## src/design/mrsp_pkg.sv

```systemverilog
`default_nettype none

package mrsp_pkg;

    typedef enum logic [2:0] {
        KIND_NOTE_ON  = 3'd0,
        KIND_NOTE_OFF = 3'd1,
        KIND_CONTROL  = 3'd2,
        KIND_PROGRAM  = 3'd3,
        KIND_BEND     = 3'd4
    } kind_t;

    // high nibble of a status byte
    localparam logic [3:0] HI_NOTE_OFF  = 4'h8;
    localparam logic [3:0] HI_NOTE_ON   = 4'h9;
    localparam logic [3:0] HI_POLY_AT   = 4'hA;
    localparam logic [3:0] HI_CONTROL   = 4'hB;
    localparam logic [3:0] HI_PROGRAM   = 4'hC;
    localparam logic [3:0] HI_PRESSURE  = 4'hD;
    localparam logic [3:0] HI_BEND      = 4'hE;
    localparam logic [3:0] HI_SYSTEM    = 4'hF;

    // realtime bytes F8..FF share these top five bits
    localparam logic [4:0] REALTIME_TOP = 5'b11111;

    typedef struct packed {
        logic       status_valid;   // a channel status byte is latched
        logic [3:0] status_hi;
        logic [3:0] status_chan;
        logic [6:0] first_data;
        logic       pending;        // first of two data bytes taken
        logic       needs_two;
    } parse_state_t;

    typedef struct packed {
        kind_t      kind;
        logic [3:0] chan;
        logic [6:0] data_first;
        logic [6:0] data_second;
    } message_t;

endpackage

`default_nettype wire

```

## src/design/mrsp_decode.sv

```systemverilog
`default_nettype none

module mrsp_decode (
    input  wire logic [7:0]            byte_in,
    input  wire mrsp_pkg::parse_state_t state_cur,
    output mrsp_pkg::parse_state_t      state_nxt,
    output logic                        emit,
    output mrsp_pkg::message_t          msg
);
    import mrsp_pkg::*;

    logic is_realtime;
    logic is_system;
    logic is_status;
    logic is_data;
    logic complete;
    logic known;

    assign is_realtime = (byte_in[7:3] == REALTIME_TOP);
    assign is_system   = (byte_in[7:4] == HI_SYSTEM) && !is_realtime;
    assign is_status   = byte_in[7] && (byte_in[7:4] != HI_SYSTEM);
    assign is_data     = !byte_in[7] && state_cur.status_valid;
    assign complete    = is_data && (!state_cur.needs_two || state_cur.pending);

    always_comb
    begin
        state_nxt = state_cur;
        if (is_system)
        begin
            // count is left alone; the next status byte clears it
            state_nxt.status_valid = 1'b0;
        end
        else if (is_status)
        begin
            state_nxt.status_valid = 1'b1;
            state_nxt.status_hi    = byte_in[7:4];
            state_nxt.status_chan  = byte_in[3:0];
            state_nxt.pending      = 1'b0;
            state_nxt.needs_two    = !((byte_in[7:4] == HI_PROGRAM) ||
                                       (byte_in[7:4] == HI_PRESSURE));
        end
        else if (is_data)
        begin
            if (state_cur.needs_two && !state_cur.pending)
            begin
                state_nxt.first_data = byte_in[6:0];
                state_nxt.pending    = 1'b1;
            end
            else
            begin
                state_nxt.pending = 1'b0;
            end
        end
    end

    always_comb
    begin
        msg.chan        = state_cur.status_chan;
        msg.data_first  = state_cur.needs_two ? state_cur.first_data : byte_in[6:0];
        msg.data_second = state_cur.needs_two ? byte_in[6:0] : 7'd0;
        msg.kind        = KIND_NOTE_ON;
        known           = 1'b1;
        unique case (state_cur.status_hi)
            HI_NOTE_ON:
            begin
                // zero velocity reads as note off
                msg.kind = (byte_in[6:0] == 7'd0) ? KIND_NOTE_OFF : KIND_NOTE_ON;
            end
            HI_NOTE_OFF: msg.kind = KIND_NOTE_OFF;
            HI_CONTROL:  msg.kind = KIND_CONTROL;
            HI_PROGRAM:  msg.kind = KIND_PROGRAM;
            HI_BEND:     msg.kind = KIND_BEND;
            default:     known = 1'b0;     // aftertouch: parsed, dropped
        endcase
    end

    assign emit = complete && known;

endmodule

`default_nettype wire

```

## src/design/midi_running_status_parser_top.sv

```systemverilog
`default_nettype none

// Channel  Handshake            Payload
// input    in_valid/in_ready    midi_byte[7:0]
// output   out_valid/out_ready  message_kind[2:0] channel[3:0] data_first[6:0]
//                               data_second[6:0]
//
// One byte a cycle sustained while no message byte waits on the output. A byte is
// latched in the input register, decoded against the parser state in one pass,
// and its message is loaded into the output register, which sets out_valid.
// Reset clears the parser state (no status latched) and both valid flags.
// A byte that yields a message waits in the input register only while the
// output register is full and not taken; other bytes pass through regardless.

module midi_running_status_parser_top (
    input  wire logic       clk,
    input  wire logic       rst_n,
    input  wire logic       in_valid,
    output logic            in_ready,
    input  wire logic [7:0] midi_byte,
    output logic            out_valid,
    input  wire logic       out_ready,
    output logic [2:0]      message_kind,
    output logic [3:0]      channel,
    output logic [6:0]      data_first,
    output logic [6:0]      data_second
);
    import mrsp_pkg::*;

    logic         in_valid_reg;
    logic [7:0]   byte_reg;
    parse_state_t state_reg;
    parse_state_t state_next;
    logic         out_valid_reg;
    message_t     msg_reg;
    message_t     msg_next;
    logic         emit;
    logic         advance;

    mrsp_decode u_decode (
        .byte_in   (byte_reg),
        .state_cur (state_reg),
        .state_nxt (state_next),
        .emit      (emit),
        .msg       (msg_next)
    );

    // stall only a byte that has a message to deliver
    assign advance  = in_valid_reg && (!emit || !out_valid_reg || out_ready);
    assign in_ready = !in_valid_reg || advance;

    always_ff @(posedge clk or negedge rst_n)
    begin
        if (!rst_n)
        begin
            in_valid_reg  <= 1'b0;
            out_valid_reg <= 1'b0;
            state_reg     <= '0;
        end
        else
        begin
            if (in_ready)
            begin
                in_valid_reg <= in_valid;
            end
            if (advance)
            begin
                state_reg <= state_next;
            end
            if (advance && emit)
            begin
                out_valid_reg <= 1'b1;
            end
            else if (out_ready)
            begin
                out_valid_reg <= 1'b0;
            end
        end
    end

    always_ff @(posedge clk)
    begin
        if (in_valid && in_ready)
        begin
            byte_reg <= midi_byte;
        end
        if (advance && emit)
        begin
            msg_reg <= msg_next;
        end
    end

    assign out_valid    = out_valid_reg;
    assign message_kind = msg_reg.kind;
    assign channel      = msg_reg.chan;
    assign data_first   = msg_reg.data_first;
    assign data_second  = msg_reg.data_second;

`ifndef ASSERT_OFF
    a_program_no_second: assert property (@(posedge clk) disable iff (!rst_n)
        (out_valid && (message_kind == KIND_PROGRAM)) |-> (data_second == 7'd0))
        else $error("program change with nonzero second data");

    a_note_on_velocity: assert property (@(posedge clk) disable iff (!rst_n)
        (out_valid && (message_kind == KIND_NOTE_ON)) |-> (data_second != 7'd0))
        else $error("note on issued with zero velocity");

    a_pending_two: assert property (@(posedge clk) disable iff (!rst_n)
        state_reg.pending |-> state_reg.needs_two)
        else $error("first data held for a one-byte status");

    a_hold_on_stall: assert property (@(posedge clk) disable iff (!rst_n)
        (in_valid_reg && emit && out_valid_reg && !out_ready) |=>
            (in_valid_reg && $stable(byte_reg) && $stable(state_reg)))
        else $error("pending message byte lost while output stalled");
`endif

endmodule

`default_nettype wire

```

## config.mk

```make
export PLATFORM = sky130hd
export DESIGN_NAME = midi_running_status_parser_top
export DESIGN_NICKNAME = d
export VERILOG_FILES = /design/src/design/mrsp_pkg.sv /design/src/design/mrsp_decode.sv /design/src/design/midi_running_status_parser_top.sv
export SDC_FILE = /design/constraint.sdc
export NUM_CORES = 1
export LEC_CHECK = 0
export BUFFER_PORTS_ARGS = -buffer_cell sky130_fd_sc_hd__buf_4
export CAP_MARGIN = 30
export CORE_MARGIN = 10
export CORE_UTILIZATION = 34
export DETAILED_ROUTE_END_ITERATION = 7
export SKIP_LAST_GASP = 1
export SYNTH_ARGS = -nofsm -noshare
export SYNTH_HDL_FRONTEND = slang
export SYNTH_HIERARCHICAL = 1
export SYNTH_SLANG_ARGS = --single-unit
export TNS_END_PERCENT = 20
```

## constraint.sdc

```tcl
create_clock -name clk -period 3.1 [get_ports clk]
set_input_delay 0.62 -clock clk [delete_from_list [all_inputs] [get_ports clk]]
set_output_delay 0.62 -clock clk [all_outputs]
set_load 0.005 [all_outputs]
```

==> impl_metrics.tcl <==
set metrics [dict create \
    netlist_area_um2 2550 \
    synth_cell_types 35 \
    synth_cells 206 \
    synth_warnings 6 \
    drive_gt1_frac 0.323 \
    crit_path_end_kind "output pin" \
    cts-buffers-inserted 5 \
    max_cap_violations 0 \
    cts_sinks 49 \
    worst-endpoint-required_ns 2.48 \
    fin_ws_ns 0.597 \
    nets 246 \
    grt_pass1_wl_um 8840 \
    drt_iter0_markers 145 \
    layout_min_cycle_time_ns 2.50 \
    multiInputGateArea_um2 1030 \
    peakVddDrop_mv 0.211 \
    hold_viol 0 \
    start_util 0.351 \
    setup_tns_ns 0 \
    dieArea_um2 11400 \
    outcome "finished, final reports clean" \
    stdcell_count 334 \
    dr.pass1.iters 4 \
    fp.coreArea_um2 7250 \
    p_leak_nw 1.14 \
    routabilityCongestion 0.818 \
    cts_resized 0 \
    period_share 0.807 \
    postRouteAntennaNets 0 \
    die_w_um 107 \
    seq_area_um2 1370 \
    grt_pass1_vias 1700 \
    cts_root_buf "clkbuf_8" \
    avgRoutedWirePerCell_um 16.5 \
    cts_htree_levels 2 \
    hold_ws_ns 0.200 \
    antenna_found_initial 0 \
    diodes 0 \
    crit_fanout 19 \
    worstSetupPathType "reg -> out" \
    cts.clk_slew.worst_paths_ns 0.09 \
    arrival_ns 1.88 \
    dp.cells 326 \
    p_per_area_nw_per_um2 493 \
    largest_register_ffs 18 \
    post_cts_buffers 0 \
    syn_to_final_growth_pct 14.6 \
    fmax_mhz 400 \
    ioPinCount 35 \
    grt_overflow 0 \
    synth_nets 218 \
    drv_slew 0 \
    drt-total-wl_um 5510 \
    synth-seq-cells 49 \
    via_count 1675 \
    setup_violations 0 \
    skew_ns 0.00677 \
    rsz0062_at_grt "no" \
    cts.hold.buffers_added 0 \
    min_path_type "in -> async" \
    tritoncts "yes" \
    place_ws_ns 0.954 \
    drc 0 \
    clkLatencyLatePin_ns 0.30 \
    cp-start-kind "flip-flop" \
    tightest_slew_ns 0.573 \
    dp_hpwl_um 3670 \
    grt_usage 0.0968 \
    slew_headroom 0.618 \
    clk_path_buf_depth 2 \
    grt_max_degree 23 \
    power.total_mw 1.44 \
    viasPerCell 5.01 \
    yosysSeqAreaShare 0.538 \
    avgSynthCellArea_um2 12.4 \
    rows 31 \
    portBuffers 34 \
    n_fill_cell 687 \
    die_h_um 107 \
]
==> worst max-delay path, stage by stage, from the launching register on <==
cell and delay (ns):
dfrtp_1 0.60, inv_1 0.16, o2111ai_1 0.14, a21oi_1 0.20, buf_4 0.22, nand3_1 0.10
buf_4 0.17
==> final cells by class <==
cell class                      instances  area share
Timing Repair Buffer                   40       0.103
Inverter                                3     0.00386
Clock inverter                          3     0.00428
Sequential cell                        49       0.470
Tap cell                               99      0.0424
Multi-Input combinational cell        135       0.353
Clock buffer                            5      0.0236
==> metal layers <==
layer,vias up,wire length (µm),track usage
li1,811,-,-
met1,825,2730,0.125
met2,35,2460,0.148
met3,4,263,0.0296
met4,0,60,0.0377
met5,-,0,0
==> Yosys cell counts, drive strengths merged <==
| cell type | count | area (µm²) |
|---|---|---|
| nand3 | 2 | 10.0 |
| and2 | 8 | 50.1 |
| o21bai | 1 | 7.51 |
| and3b | 1 | 8.76 |
| clkbuf | 3 | 11.3 |
| mux2 | 18 | 229 |
| dfrtp | 20 | 500 |
| o211ai | 18 | 185 |
| inv | 3 | 11.3 |
| and4bb | 1 | 12.5 |
| nor2b | 1 | 6.26 |
| nand2b | 23 | 144 |
| o21ai | 2 | 10.0 |
| nand4b | 18 | 158 |
| a21oi | 5 | 25.0 |
| nor3b | 1 | 7.51 |
| o21a | 1 | 7.51 |
| o22ai | 1 | 6.26 |
| a2bb2oi | 1 | 8.76 |
| a21o | 1 | 7.51 |
| nand2 | 25 | 96.4 |
| nor2 | 1 | 3.75 |
| buf | 16 | 124 |
| o2111ai | 1 | 8.76 |
| edfxtp | 29 | 871 |
| nor4 | 2 | 12.5 |
| o22a | 1 | 8.76 |
| a22oi | 1 | 7.51 |
| and4 | 1 | 8.76 |
==> cell families (layout without fill, tap and decap cells) <==
| logic type | count (synthesis) | count (layout) | synth area share |
|---|---|---|---|
| and+or+nand+nor | 84 | 84 | 0.203 |
| DFF | 49 | 49 | 0.538 |
| AOI/OAI and AO/OA | 33 | 33 | 0.111 |
| buffers and inverters | 22 | 51 | 0.0575 |
| muxes | 18 | 18 | 0.0899 |
==> cells in the final DEF, fill, tap and decap left out, types with 2 or more instances in the layout <==
master and instances:
mux2_2 11, nor4_1 2, edfxtp_1 29, o21ai_0 2
nand2b_1 23, a21oi_1 5, nand2_1 24, clkinv_1 2
clkbuf_8 5, dfrtp_1 20, nand3_1 2, and2_1 8
inv_1 3, o211ai_1 8, mux2_4 7, nand4b_1 18
buf_4 40, o211ai_2 10
==> report_power, final <==
part	leakage (nW)	internal, mW	total (mW)	switching, mW
sequential	0.521	0.760	0.839	0.0791
clock	0.0430	0.152	0.356	0.204
combinational	0.578	0.142	0.246	0.104
total	1.14	1.05	1.44	0.387
==> worst paths after layout <==
| check | start | to | slack (ns) | cells past startpoint |
|---|---|---|---|---|
| worst min-delay path | rst_n | state_reg[3]$_DFFE_PN0P_ | 0.20 | 1 |
| max in group asynchronous | rst_n | state_reg[16]$_DFFE_PN0P_ | 2.67 | 1 |
| min in group clk | midi_byte[1] | byte_reg[1]$_DFFE_PP_ | 0.49 | 1 |
| worst max-delay path | state_reg[0]$_DFFE_PN0P_ | in_ready | 0.60 | 6 |
| worst min register to register | state_reg[12]$_DFFE_PN0P_ | channel[3]$_DFFE_PP_ | 0.53 | 0 |
| worst max register to register | state_reg[0]$_DFFE_PN0P_ | byte_reg[4]$_DFFE_PP_ | 0.95 | 6 |
==> metrics by stage <==
| step | area [µm²] | util |
|---|---|---|
| floorplan | 2550 | - |
| global placement | 2840 | 0.391 |
| detailed placement | 2840 | 0.391 |
| CTS | 2920 | 0.403 |
| global route | 2920 | 0.403 |
| finish | 2920 | 0.403 |
Note: power is estimated with default switching activity, not from simulation.
